## config.mk

```make
export PLATFORM = sky130hd
export DESIGN_NAME = quad_spline_flattener_unit
export DESIGN_NICKNAME = d
export VERILOG_FILES = /design/src/rtl/core/qsf_pkg.sv /design/src/rtl/core/qsf_flat_unit.sv /design/src/rtl/core/qsf_walker.sv /design/src/rtl/core/qsf_beat_pack.sv /design/src/rtl/core/quad_spline_flattener_unit.sv
export SDC_FILE = /design/constraint.sdc
export NUM_CORES = 2
export LEC_CHECK = 0
export BUFFER_PORTS_ARGS = -buffer_cell sky130_fd_sc_hd__clkbuf_2
export CORE_MARGIN = 4
export CORE_UTILIZATION = 49
export DETAILED_ROUTE_END_ITERATION = 10
export PLACE_DENSITY = 0.69
export SKIP_LAST_GASP = 1
export SYNTH_ARGS = -nofsm -noshare
export SYNTH_HDL_FRONTEND = slang
export SYNTH_SLANG_ARGS = --single-unit
export TNS_END_PERCENT = 100
```

## constraint.sdc

```tcl
create_clock -name i_clk -period 12.35 [get_ports i_clk]
set_clock_uncertainty 0.1 [all_clocks]
set_input_delay 1.235 -clock i_clk [delete_from_list [all_inputs] [get_ports i_clk]]
set_output_delay 1.235 -clock i_clk [all_outputs]
set_load 0.01 [all_outputs]
```

## src/rtl/core/qsf_pkg.sv

```systemverilog
// quadratic spline flattener: shared types, widths and state codes
// no dependencies; imported by every module of the block
`timescale 1ns / 1ps

package qsf_pkg;

    // input coordinates are 16.16, reduced by an arithmetic shift to 6 fraction bits
    localparam int IN_W      = 32;
    localparam int RED_SHIFT = 10;
    localparam int COORD_W   = IN_W - RED_SHIFT;
    // second difference a - 2b + c and the flatness estimate
    localparam int DD_W      = COORD_W + 2;
    localparam int EST_W     = DD_W + 2;

    // flatness register, threshold is 2 << flat_shift
    localparam int FS_W  = 5;
    localparam int THR_W = (1 << FS_W) + 1;
    localparam logic [FS_W-1:0] FLAT_SHIFT_RST = 5'd6;

    // level limits; LVL_W covers the largest allowed clamp of 8
    localparam int MAX_LEAF_LEVEL_DEF  = 5;
    localparam int MAX_LEVEL_CLAMP_DEF = 8;
    localparam int LVL_W = 4;

    // result beat
    localparam int PTS_PER_BEAT = 4;
    localparam int NB_W         = $clog2(PTS_PER_BEAT);
    localparam int CNT_W        = 3;

    typedef struct packed {
        logic signed [IN_W-1:0] start_x;
        logic signed [IN_W-1:0] start_y;
        logic signed [IN_W-1:0] ctrl_x;
        logic signed [IN_W-1:0] ctrl_y;
        logic signed [IN_W-1:0] end_x;
        logic signed [IN_W-1:0] end_y;
    } t_qsf_curve;

    typedef struct packed {
        logic signed [IN_W-1:0] pt0_x;
        logic signed [IN_W-1:0] pt0_y;
        logic signed [IN_W-1:0] pt1_x;
        logic signed [IN_W-1:0] pt1_y;
        logic signed [IN_W-1:0] pt2_x;
        logic signed [IN_W-1:0] pt2_y;
        logic signed [IN_W-1:0] pt3_x;
        logic signed [IN_W-1:0] pt3_y;
        logic [CNT_W-1:0]       point_count;
        logic                   last_beat;
    } t_qsf_beat;

    // reduced curve: start a, control b, end c
    typedef struct packed {
        logic signed [COORD_W-1:0] ax;
        logic signed [COORD_W-1:0] ay;
        logic signed [COORD_W-1:0] bx;
        logic signed [COORD_W-1:0] by;
        logic signed [COORD_W-1:0] cx;
        logic signed [COORD_W-1:0] cy;
    } t_qsf_quad;

    // flatness unit status
    typedef struct packed {
        logic             done;
        logic [LVL_W-1:0] level;
    } t_qsf_flat;

    // walker control from the sequencer
    typedef struct packed {
        logic             init;
        logic             step;
        logic             last;
        logic [LVL_W-1:0] level;
    } t_qsf_walk_ctl;

    // one vertex handed from walker to beat packer
    typedef struct packed {
        logic                      valid;
        logic                      last;
        logic signed [COORD_W-1:0] x;
        logic signed [COORD_W-1:0] y;
    } t_qsf_pt;

    typedef enum logic [2:0] {
        ST_IDLE,
        ST_EST,
        ST_LEVEL,
        ST_SPLIT,
        ST_INIT,
        ST_WALK
    } t_qsf_state;

endpackage

```

## src/rtl/core/qsf_flat_unit.sv

```systemverilog
// flatness estimate and iterative level search (one shift-by-two per cycle)
// depends on qsf_pkg
`timescale 1ns / 1ps

module qsf_flat_unit (
    input  logic                     i_clk,
    input  logic                     i_rst_n,
    input  logic                     i_load,
    input  qsf_pkg::t_qsf_quad       i_quad,
    input  logic [qsf_pkg::LVL_W-1:0] i_cap,
    input  logic [qsf_pkg::FS_W-1:0] i_flat_shift,
    output qsf_pkg::t_qsf_flat       o_flat
);
    import qsf_pkg::*;

    logic                      r_run;
    logic [EST_W-1:0]          r_est;
    logic [LVL_W-1:0]          r_level;

    logic signed [DD_W-1:0]    ddx;
    logic signed [DD_W-1:0]    ddy;
    logic [DD_W-1:0]           gx;
    logic [DD_W-1:0]           gy;
    logic [EST_W-1:0]          est;
    logic [FS_W:0]             thr_sh;
    logic [THR_W-1:0]          thr;
    logic                      go_on;

    // second difference and weighted max-norm estimate
    always_comb begin
        ddx = DD_W'(i_quad.ax) - (DD_W'(i_quad.bx) <<< 1) + DD_W'(i_quad.cx);
        ddy = DD_W'(i_quad.ay) - (DD_W'(i_quad.by) <<< 1) + DD_W'(i_quad.cy);
        gx  = ddx[DD_W-1] ? DD_W'(-ddx) : DD_W'(ddx);
        gy  = ddy[DD_W-1] ? DD_W'(-ddy) : DD_W'(ddy);
        if (gx > gy) begin
            est = {1'b0, gx, 1'b0} + EST_W'(gy);
        end else begin
            est = EST_W'(gx) + {1'b0, gy, 1'b0};
        end
    end

    // threshold compare against the shrinking estimate
    always_comb begin
        thr_sh = {1'b0, i_flat_shift} + (FS_W+1)'(1);
        thr    = THR_W'(1) << thr_sh;
        go_on  = (THR_W'(r_est) > thr) && (r_level < i_cap);
    end

    assign o_flat.done  = r_run && !go_on;
    assign o_flat.level = r_level;

    // run flag
    always_ff @(posedge i_clk) begin
        if (!i_rst_n) begin
            r_run <= 1'b0;
        end else if (i_load) begin
            r_run <= 1'b1;
        end else if (r_run && !go_on) begin
            r_run <= 1'b0;
        end
    end

    // estimate and level, one quarter step per cycle
    always_ff @(posedge i_clk) begin
        if (i_load) begin
            r_est   <= est;
            r_level <= LVL_W'(1);
        end else if (r_run && go_on) begin
            r_est   <= r_est >> 2;
            r_level <= r_level + LVL_W'(1);
        end
    end

`ifndef SYNTH
    a_level_capped: assert property (@(posedge i_clk) disable iff (!i_rst_n)
        r_run |-> (r_level <= i_cap))
        else $error("flat unit level above cap");
`endif

endmodule

```

## src/rtl/core/qsf_walker.sv

```systemverilog
// forward-difference walker: one rounded vertex per cycle for a leaf curve
// depends on qsf_pkg
`timescale 1ns / 1ps

module qsf_walker #(
    parameter int MAX_LEAF_LEVEL = qsf_pkg::MAX_LEAF_LEVEL_DEF
) (
    input  logic                  i_clk,
    input  logic                  i_rst_n,
    input  qsf_pkg::t_qsf_quad    i_quad,
    input  qsf_pkg::t_qsf_walk_ctl i_ctl,
    output logic                  o_leaf_end,
    output qsf_pkg::t_qsf_pt      o_pt
);
    import qsf_pkg::*;

    // position scaled by 4^level plus difference headroom
    localparam int ACC_W = COORD_W + 2 * MAX_LEAF_LEVEL + 4;
    localparam int SH_W  = $clog2(2 * MAX_LEAF_LEVEL + 1);
    localparam int LC_W  = MAX_LEAF_LEVEL;
    localparam int NP_W  = LC_W + 1;

    logic signed [ACC_W-1:0] r_px, r_py, r_fdx, r_fdy, r_sdx, r_sdy;
    logic [SH_W-1:0]         r_sh;
    logic [LC_W-1:0]         r_cnt;
    logic                    r_pt_valid;
    logic                    r_pt_last;

    logic [SH_W-1:0]         sh;
    logic [LVL_W-1:0]        step_sh;
    logic [NP_W-1:0]         n_pts;
    logic signed [ACC_W-1:0] ax_e, ay_e, bx_e, by_e, cx_e, cy_e;
    logic signed [ACC_W-1:0] dx_e, dy_e, ddx_e, ddy_e, half;
    logic signed [ACC_W-1:0] px_sh, py_sh;

    // leaf setup values
    always_comb begin
        sh      = SH_W'({i_ctl.level, 1'b0});
        step_sh = i_ctl.level + LVL_W'(1);
        n_pts   = NP_W'(1) << i_ctl.level;
        ax_e    = ACC_W'(i_quad.ax);
        ay_e    = ACC_W'(i_quad.ay);
        bx_e    = ACC_W'(i_quad.bx);
        by_e    = ACC_W'(i_quad.by);
        cx_e    = ACC_W'(i_quad.cx);
        cy_e    = ACC_W'(i_quad.cy);
        dx_e    = ax_e - bx_e;
        dy_e    = ay_e - by_e;
        ddx_e   = dx_e - bx_e + cx_e;
        ddy_e   = dy_e - by_e + cy_e;
        half    = ACC_W'(1) << (sh - SH_W'(1));
    end

    // accumulators
    always_ff @(posedge i_clk) begin
        if (i_ctl.init) begin
            r_px  <= (ax_e <<< sh) + half;
            r_py  <= (ay_e <<< sh) + half;
            r_fdx <= ddx_e - (dx_e <<< step_sh);
            r_fdy <= ddy_e - (dy_e <<< step_sh);
            r_sdx <= ddx_e <<< 1;
            r_sdy <= ddy_e <<< 1;
            r_sh  <= sh;
            r_cnt <= LC_W'(n_pts - NP_W'(1));
        end else if (i_ctl.step) begin
            r_px  <= r_px + r_fdx;
            r_py  <= r_py + r_fdy;
            r_fdx <= r_fdx + r_sdx;
            r_fdy <= r_fdy + r_sdy;
            r_cnt <= r_cnt - LC_W'(1);
        end
    end

    // vertex strobe
    always_ff @(posedge i_clk) begin
        if (!i_rst_n) begin
            r_pt_valid <= 1'b0;
            r_pt_last  <= 1'b0;
        end else begin
            r_pt_valid <= i_ctl.step;
            r_pt_last  <= i_ctl.step && i_ctl.last;
        end
    end

    // rounding shift of the biased position
    always_comb begin
        px_sh = r_px >>> r_sh;
        py_sh = r_py >>> r_sh;
    end

    assign o_leaf_end = (r_cnt == '0);
    assign o_pt.valid = r_pt_valid;
    assign o_pt.last  = r_pt_last;
    assign o_pt.x     = px_sh[COORD_W-1:0];
    assign o_pt.y     = py_sh[COORD_W-1:0];

endmodule

```

## src/rtl/core/qsf_beat_pack.sv

```systemverilog
// gathers vertices four to a beat and drives the registered result strobe
// depends on qsf_pkg
`timescale 1ns / 1ps

module qsf_beat_pack (
    input  logic               i_clk,
    input  logic               i_rst_n,
    input  qsf_pkg::t_qsf_pt   i_pt,
    output logic               o_beat_valid,
    output qsf_pkg::t_qsf_beat o_beat
);
    import qsf_pkg::*;

    logic signed [COORD_W-1:0] r_buf_x [PTS_PER_BEAT-1];
    logic signed [COORD_W-1:0] r_buf_y [PTS_PER_BEAT-1];
    logic [NB_W-1:0]           r_n;
    logic                      r_beat_valid;
    t_qsf_beat                 r_beat;

    logic                      emit;
    logic signed [COORD_W-1:0] slot_x [PTS_PER_BEAT];
    logic signed [COORD_W-1:0] slot_y [PTS_PER_BEAT];
    t_qsf_beat                 n_beat;

    function automatic logic signed [IN_W-1:0] to_fix(input logic signed [COORD_W-1:0] v);
        to_fix = {v, {RED_SHIFT{1'b0}}};
    endfunction

    assign emit = i_pt.valid && ((r_n == NB_W'(PTS_PER_BEAT - 1)) || i_pt.last);

    // beat assembly: buffered vertices, then the new one, unused slots zero
    always_comb begin
        for (int j = 0; j < PTS_PER_BEAT; j++) begin
            slot_x[j] = (NB_W'(j) == r_n) ? i_pt.x : '0;
            slot_y[j] = (NB_W'(j) == r_n) ? i_pt.y : '0;
        end
        for (int j = 0; j < PTS_PER_BEAT - 1; j++) begin
            if (NB_W'(j) < r_n) begin
                slot_x[j] = r_buf_x[j];
                slot_y[j] = r_buf_y[j];
            end
        end
        n_beat.pt0_x       = to_fix(slot_x[0]);
        n_beat.pt0_y       = to_fix(slot_y[0]);
        n_beat.pt1_x       = to_fix(slot_x[1]);
        n_beat.pt1_y       = to_fix(slot_y[1]);
        n_beat.pt2_x       = to_fix(slot_x[2]);
        n_beat.pt2_y       = to_fix(slot_y[2]);
        n_beat.pt3_x       = to_fix(slot_x[3]);
        n_beat.pt3_y       = to_fix(slot_y[3]);
        n_beat.point_count = CNT_W'(r_n) + CNT_W'(1);
        n_beat.last_beat   = i_pt.last;
    end

    // fill count and strobe
    always_ff @(posedge i_clk) begin
        if (!i_rst_n) begin
            r_n          <= '0;
            r_beat_valid <= 1'b0;
        end else begin
            r_beat_valid <= emit;
            if (emit) begin
                r_n <= '0;
            end else if (i_pt.valid) begin
                r_n <= r_n + NB_W'(1);
            end
        end
    end

    // vertex buffer and result register
    always_ff @(posedge i_clk) begin
        if (i_pt.valid && !emit) begin
            r_buf_x[r_n] <= i_pt.x;
            r_buf_y[r_n] <= i_pt.y;
        end
        if (emit) begin
            r_beat <= n_beat;
        end
    end

    assign o_beat_valid = r_beat_valid;
    assign o_beat       = r_beat;

`ifndef SYNTH
    a_full_unless_last: assert property (@(posedge i_clk) disable iff (!i_rst_n)
        (r_beat_valid && !r_beat.last_beat) |-> (r_beat.point_count == CNT_W'(PTS_PER_BEAT)))
        else $error("short beat before end of curve");
    a_no_back_to_back: assert property (@(posedge i_clk) disable iff (!i_rst_n)
        r_beat_valid |=> !r_beat_valid)
        else $error("beats on consecutive cycles");
`endif

endmodule

```

## src/rtl/core/quad_spline_flattener_unit.sv

```systemverilog
// quadratic spline flattener top: sequencer, split stack and config register
// depends on qsf_pkg, qsf_flat_unit, qsf_walker, qsf_beat_pack
`timescale 1ns / 1ps

// channel   direction  handshake                     payload
// request   in         start && !busy                i_curve (t_qsf_curve)
// config    in         i_cfg_valid && o_cfg_ready    i_cfg_data (flat_shift)
// beat      out        o_beat_valid, one cycle       o_beat (t_qsf_beat)
//
// a leaf passes the estimate, the level search, the walker setup and the walk, with
// one vertex per cycle from the walker; a split passes the estimate, the level search
// and the split state; the last beat passes the walker's vertex register and the
// packer's result register after the last walk cycle
// reset is synchronous and active low; no storage needs a clearing pass
// beats cannot be held off: o_beat_valid marks each for exactly one cycle
module quad_spline_flattener_unit #(
    parameter int MAX_LEAF_LEVEL  = qsf_pkg::MAX_LEAF_LEVEL_DEF,
    parameter int MAX_LEVEL_CLAMP = qsf_pkg::MAX_LEVEL_CLAMP_DEF
) (
    input  logic                      i_clk,
    input  logic                      i_rst_n,
    input  logic                      start,
    output logic                      busy,
    input  qsf_pkg::t_qsf_curve       i_curve,
    input  logic                      i_cfg_valid,
    output logic                      o_cfg_ready,
    input  logic [qsf_pkg::FS_W-1:0]  i_cfg_data,
    output logic                      o_beat_valid,
    output qsf_pkg::t_qsf_beat        o_beat
);
    import qsf_pkg::*;

    // pending second halves, one per split level
    localparam int STK_D  = MAX_LEVEL_CLAMP - MAX_LEAF_LEVEL + 1;
    localparam int STK_AW = (STK_D > 1) ? $clog2(STK_D) : 1;

    t_qsf_state        r_state, n_state;
    logic [FS_W-1:0]   r_flat_shift;
    t_qsf_quad         r_curve;
    logic [LVL_W-1:0]  r_cap;
    logic [STK_AW-1:0] r_sp;
    t_qsf_quad         r_stk_curve [STK_D];
    logic [LVL_W-1:0]  r_stk_cap   [STK_D];

    logic              flat_load;
    t_qsf_flat         flat;
    t_qsf_walk_ctl     walk_ctl;
    logic              leaf_end;
    t_qsf_pt           pt;
    logic [STK_AW-1:0] sp_top;
    logic              stk_empty;
    logic [LVL_W-1:0]  sub_cap;
    t_qsf_quad         half_a, half_b;

    function automatic logic signed [COORD_W-1:0] avg2(
        input logic signed [COORD_W-1:0] a,
        input logic signed [COORD_W-1:0] b
    );
        logic signed [COORD_W:0] s;
        s    = (COORD_W+1)'(a) + (COORD_W+1)'(b) + (COORD_W+1)'(1);
        avg2 = s[COORD_W:1];
    endfunction

    function automatic logic signed [COORD_W-1:0] mid3(
        input logic signed [COORD_W-1:0] a,
        input logic signed [COORD_W-1:0] b,
        input logic signed [COORD_W-1:0] c
    );
        logic signed [COORD_W+2:0] s;
        s    = (COORD_W+3)'(a) + ((COORD_W+3)'(b) <<< 1) + (COORD_W+3)'(c)
             + (COORD_W+3)'(2);
        mid3 = s[COORD_W+1:2];
    endfunction

    assign busy        = (r_state != ST_IDLE);
    assign o_cfg_ready = !busy;
    assign sp_top      = r_sp - STK_AW'(1);
    assign stk_empty   = (r_sp == '0);
    assign sub_cap     = flat.level - LVL_W'(1);

    // midpoint split of the current curve
    always_comb begin
        half_a.ax = r_curve.ax;
        half_a.ay = r_curve.ay;
        half_a.bx = avg2(r_curve.ax, r_curve.bx);
        half_a.by = avg2(r_curve.ay, r_curve.by);
        half_a.cx = mid3(r_curve.ax, r_curve.bx, r_curve.cx);
        half_a.cy = mid3(r_curve.ay, r_curve.by, r_curve.cy);
        half_b.ax = half_a.cx;
        half_b.ay = half_a.cy;
        half_b.bx = avg2(r_curve.cx, r_curve.bx);
        half_b.by = avg2(r_curve.cy, r_curve.by);
        half_b.cx = r_curve.cx;
        half_b.cy = r_curve.cy;
    end

    // sequencer state register
    always_ff @(posedge i_clk) begin
        if (!i_rst_n) begin
            r_state <= ST_IDLE;
        end else begin
            r_state <= n_state;
        end
    end

    // sequencer next state and unit controls
    always_comb begin
        n_state        = r_state;
        flat_load      = 1'b0;
        walk_ctl.init  = 1'b0;
        walk_ctl.step  = 1'b0;
        walk_ctl.last  = 1'b0;
        walk_ctl.level = flat.level;
        unique case (r_state)
            ST_IDLE: begin
                if (start) begin
                    n_state = ST_EST;
                end
            end
            ST_EST: begin
                flat_load = 1'b1;
                n_state   = ST_LEVEL;
            end
            ST_LEVEL: begin
                if (flat.done) begin
                    n_state = (flat.level > LVL_W'(MAX_LEAF_LEVEL)) ? ST_SPLIT : ST_INIT;
                end
            end
            ST_SPLIT: begin
                n_state = ST_EST;
            end
            ST_INIT: begin
                walk_ctl.init = 1'b1;
                n_state       = ST_WALK;
            end
            ST_WALK: begin
                walk_ctl.step = 1'b1;
                walk_ctl.last = leaf_end && stk_empty;
                if (leaf_end) begin
                    n_state = stk_empty ? ST_IDLE : ST_EST;
                end
            end
            default: begin
                n_state = ST_IDLE;
            end
        endcase
    end

    // flatness register
    always_ff @(posedge i_clk) begin
        if (!i_rst_n) begin
            r_flat_shift <= FLAT_SHIFT_RST;
        end else if (i_cfg_valid && o_cfg_ready) begin
            r_flat_shift <= i_cfg_data;
        end
    end

    // stack pointer
    always_ff @(posedge i_clk) begin
        if (!i_rst_n) begin
            r_sp <= '0;
        end else if (r_state == ST_IDLE && start) begin
            r_sp <= '0;
        end else if (r_state == ST_SPLIT) begin
            r_sp <= r_sp + STK_AW'(1);
        end else if (r_state == ST_WALK && leaf_end && !stk_empty) begin
            r_sp <= sp_top;
        end
    end

    // current curve, its level cap and the split stack
    always_ff @(posedge i_clk) begin
        if (r_state == ST_IDLE && start) begin
            r_curve.ax <= i_curve.start_x[IN_W-1:RED_SHIFT];
            r_curve.ay <= i_curve.start_y[IN_W-1:RED_SHIFT];
            r_curve.bx <= i_curve.ctrl_x[IN_W-1:RED_SHIFT];
            r_curve.by <= i_curve.ctrl_y[IN_W-1:RED_SHIFT];
            r_curve.cx <= i_curve.end_x[IN_W-1:RED_SHIFT];
            r_curve.cy <= i_curve.end_y[IN_W-1:RED_SHIFT];
            r_cap      <= LVL_W'(MAX_LEVEL_CLAMP);
        end else if (r_state == ST_SPLIT) begin
            r_stk_curve[r_sp] <= half_b;
            r_stk_cap[r_sp]   <= sub_cap;
            r_curve           <= half_a;
            r_cap             <= sub_cap;
        end else if (r_state == ST_WALK && leaf_end && !stk_empty) begin
            r_curve <= r_stk_curve[sp_top];
            r_cap   <= r_stk_cap[sp_top];
        end
    end

    qsf_flat_unit u_flat (
        .i_clk        (i_clk),
        .i_rst_n      (i_rst_n),
        .i_load       (flat_load),
        .i_quad       (r_curve),
        .i_cap        (r_cap),
        .i_flat_shift (r_flat_shift),
        .o_flat       (flat)
    );

    qsf_walker #(
        .MAX_LEAF_LEVEL (MAX_LEAF_LEVEL)
    ) u_walker (
        .i_clk      (i_clk),
        .i_rst_n    (i_rst_n),
        .i_quad     (r_curve),
        .i_ctl      (walk_ctl),
        .o_leaf_end (leaf_end),
        .o_pt       (pt)
    );

    qsf_beat_pack u_pack (
        .i_clk        (i_clk),
        .i_rst_n      (i_rst_n),
        .i_pt         (pt),
        .o_beat_valid (o_beat_valid),
        .o_beat       (o_beat)
    );

`ifndef SYNTH
    a_split_room: assert property (@(posedge i_clk) disable iff (!i_rst_n)
        (r_state == ST_SPLIT) |-> (r_sp < STK_AW'(STK_D - 1)))
        else $error("split with no room on stack");
`endif

endmodule

```

==> results.txt <==
The tools report the residual DRC count as 0. For the pin with the worst max-slew slack, the measured transition is 1.18 ns. Entering global routing, the biggest net connects 152 pins. The tools report the startpoint of the most critical register-to-register path as half_a[88]$_DFFE_PP_.

The insertion delay to the later sink of the worst-skew pair is 0.82 ns, and the parity-gate share of the synthesized area counting xor and xnor cells is 5.90%. For this run, the number of Yosys warnings is 0. The most used flip-flop cell after synthesis is sky130_fd_sc_hd__edfxtp_1. After synthesis, the largest family of logic cells by area is compound AO/OA/AOI/OAI gates. The run gives 86100 um2 as the post-synthesis instance area.

Synthesis produced a netlist whose cell count is 8152. In this run the remaining antenna-violating nets after routing total 0. Count of cells along the worst register-to-register path: 39.

The number of antenna violations at the first check in global routing came out at 11. The final number of setup-violating endpoints was 0; the count of buffers from port buffering was 323. Measured against its own limit, the worst slew margin works out to 21.4%. The tools report the number of optimization iterations in the first detailed-route pass as 6.

STA puts the critical path data required time at 12.80 ns. The longest individual stage delay on the worst path was 0.75 ns; the number of synthesized register bits was 1260. The largest individual stage delay along the critical path comes from the cell sky130_fd_sc_hd__o41ai_1. The portion of synthesized cell area occupied by the leading cell type was 43.1%; the die outline area was 183000 um2. The min-delay analysis places its worst path in the category flip-flop to flip-flop. For this design, the sink count on the clock tree is 1260. Of the post-synthesis cell area, the part taken by muxes is 7.30%.

The number of hold buffers added after CTS was 0. The worst setup path is of the flip-flop to flip-flop kind. The tools report the final-report hold violation count as 0. Relative to the synthesized area, the layout overhead comes to 9.67%. The routed design has 244000 um of wire.

Detailed placement ended at an HPWL of 183000 um. The fraction of final layout cells with drive strength greater than 1 is 10.7%. The routed layout has 64300 vias.

The initial core utilization is 49.4%. The startpoint type of the worst setup path was a flip-flop. The peak fanout along the critical path is 9.

The layout has 15000 filler cells. The library cell occupying the most area in the post-synthesis netlist is sky130_fd_sc_hd__edfxtp_1. The horizontal die dimension is 427 um.

The post-CTS setup buffer count was 0; the achievable clock frequency was 102 MHz. The run finished with clean final reports. After clock tree synthesis, the clock-pin slew on the worst setup and hold paths is 0.06 ns. Setup repair after global routing left no endpoint under its margin. The run gives 4 as the number of levels in the clock H-tree. Synthesis instantiated 88 different standard cells from the library.

The total area inside the core boundary comes to 174000 um2. Dividing the final minimum period by the clock period gives 79.8%. Measured along the y axis, the die boundary spans 427 um. In this run, post-CTS repair resized a total of 0 instances. 464 I/O pins were placed. Of the total synthesized cell area, the portion taken by AND, OR, NAND and NOR gates is 10.8%.

The worst setup path is captured at a flip-flop. Across every metal layer, demand over resource in global routing totals 26.1%. Summing the areas of all compound-gate instances in the mapped netlist gives 15.9% of the synthesized area. Summed over all layers, the global routing overflow is 0. The startpoint of the lowest-slack hold path is r_cap[3]$_SDFFE_PP1P_. CTS placed an instance of sky130_fd_sc_hd__clkbuf_16 at the clock tree root. In this run the critical register-to-register path is captured at u_walker.r_fdy[35]$_DFFE_PN_. Number of max-slew violations in the final report: 0. The tools report the accumulated negative setup slack as 0 ns. For the worst setup path, the data arrival time is 10.30 ns. Yosys mapped a number of flops with a built-in enable equal to 1236.

In the routed layout, each cell is associated on average with a via count of 5.94. Counting the buffers created by CTS gives 139. The number of global-route vias before repair was 61900.

The logs give 3 for the buffer depth of the longest clock path and 9351 for the number of nets in the layout. The most instantiated library cell after synthesis is sky130_fd_sc_hd__edfxtp_1. The worst hold path passes through 2 cells. Of the total synthesized cell area, the portion taken by full adders, half adders and majority gates is 12.0%.

The max-capacitance violation count was 0. In the final routed layout, each cell accounts on average for 22.5 um. TritonCTS built the clock tree. The minimum clock period works out to 9.85 ns. Sequential cells were found to cover 43.7% of the synthesized design area. The setup check on the worst reg-to-reg path leaves a slack of 2.50 ns. The path with the worst hold slack has its endpoint at r_cap[3]$_SDFFE_PP1P_. Post-synthesis average cell area: 10.6 um2. The tools report the DRC violation total after the first TritonRoute iteration as 6062.

The count of standard-cell rows was 153. Routability congestion estimate: 0.972. For the first-pass GRT wire length, the log shows 367000 um. In the post-synthesis netlist, the biggest area contributors are sky130_fd_sc_hd__edfxtp_1 43%, sky130_fd_sc_hd__ha_1 9.5%, sky130_fd_sc_hd__mux4_2 4.6%. Ranked by instance count, the synthesized netlist is headed by 1236 x sky130_fd_sc_hd__edfxtp_1, 678 x sky130_fd_sc_hd__a21oi_1, 657 x sky130_fd_sc_hd__ha_1. Of all flip-flops after synthesis, the portion carrying an async set or reset was 0%.
registers in the layout (all words and copies together), names as in the netlist, 35 cells and up:
name / count
u_pack.r_buf_x: 66
u_walker.r_fdy: 36
half_a: 44
u_walker.r_sdy: 35
u_walker.r_py: 36
u_pack.o_beat: 180
u_walker.r_sdx: 35
r_curve: 44
u_pack.r_buf_y: 66
r_stk_curve: 528
half_b: 44
u_walker.r_px: 36
u_walker.r_fdx: 36
cell type report:
class | count | area, um2 | area share, %
multi-input cells | 6035 | 45100 | 47.8
clock buffers | 178 | 3760 | 3.98
diodes | 2 | 5.00 | 0.00530
inverters | 564 | 2120 | 2.25
flip-flops and latches | 1260 | 37600 | 39.8
repair buffers | 387 | 2110 | 2.23
clock inverters | 79 | 810 | 0.857
well taps | 2325 | 2910 | 3.08
stage by stage:
step	area (um2)	std cells	worst slack, ns	utilization (%)	hold WS (ns)
finish	94400	10800	2.50	54.2	0.346
global route	94400	10800	2.08	54.2	0.375
detailed placement	89900	10600	2.77	51.5	0.334
floorplan	86400	8232	0.883	-	0.309
global placement	89900	10600	2.72	51.5	0.330
CTS	94400	10800	2.71	54.2	0.342
placed cells by master (no fill, tap or decap), drive strengths merged, types with 61 or more instances in the layout:
cell type	instances
a211oi	63
a21o	218
a21oi	679
a22o	63
a31oi	61
and2	64
buf	64
clkbuf	501
conb	81
edfxtp	1236
fa	106
ha	657
inv	577
mux2i	177
mux4	175
nand2	612
nand2b	96
nand3	123
nor2	642
nor2b	106
nor3	121
o21a	100
o21ai	559
o21bai	85
xnor2	384
xor2	196
per-layer routing:
metal / wire, um / part of all wire, % / track usage, %
met4: 8220 / 3.4 / 8.63
met3: 17900 / 7.3 / 3.58
met5: 17 / 0.0070 / 0
met1: 110000 / 45 / 38.1
met2: 107000 / 44 / 40.2
worst max-delay path: cells and delay by family (launching register included):
family,cells,cell delay [ns]
and+or+nand+nor,9,1.67
xor gates and xnor gates,4,0.69
buffers and inverters,3,0.35
adders and majority gates,5,1.64
AOI/OAI and AO/OA,17,4.20
DFF,1,0.66
muxes,1,0.26
worst max path at each step:
stage	start	to	slack (ns)	cells past startpoint
6_report	half_a[88]$_DFFE_PP_	u_walker.r_fdy[35]$_DFFE_PN_	2.50	39
5_1_grt	half_a[88]$_DFFE_PP_	u_walker.r_fdy[35]$_DFFE_PN_	2.08	39
4_1_cts	half_a[88]$_DFFE_PP_	u_walker.r_fdy[35]$_DFFE_PN_	2.71	39
3_5_place_dp	half_a[88]$_DFFE_PP_	u_walker.r_fdy[35]$_DFFE_PN_	2.77	39
3_3_place_gp	half_a[88]$_DFFE_PP_	u_walker.r_fdy[35]$_DFFE_PN_	2.72	39
2_1_floorplan	r_state[2]$_SDFFE_PN0P_	u_walker.r_fdx[14]$_DFFE_PN_	0.88	8
kinds of logic after synthesis:
logic type               after synthesis
AO/OA/AOI/OAI                       2191
AND/OR/NAND/NOR                     2017
flip-flops                          1260
buffers and inverters                937
adder cells (fa/ha/maj)              763
XOR/XNOR                             580
multiplexers                         403
other                                  1
Power is left out: the tool's default activity adds up to more than one toggle a clock period on the data nets, which glitch-free logic cannot reach.
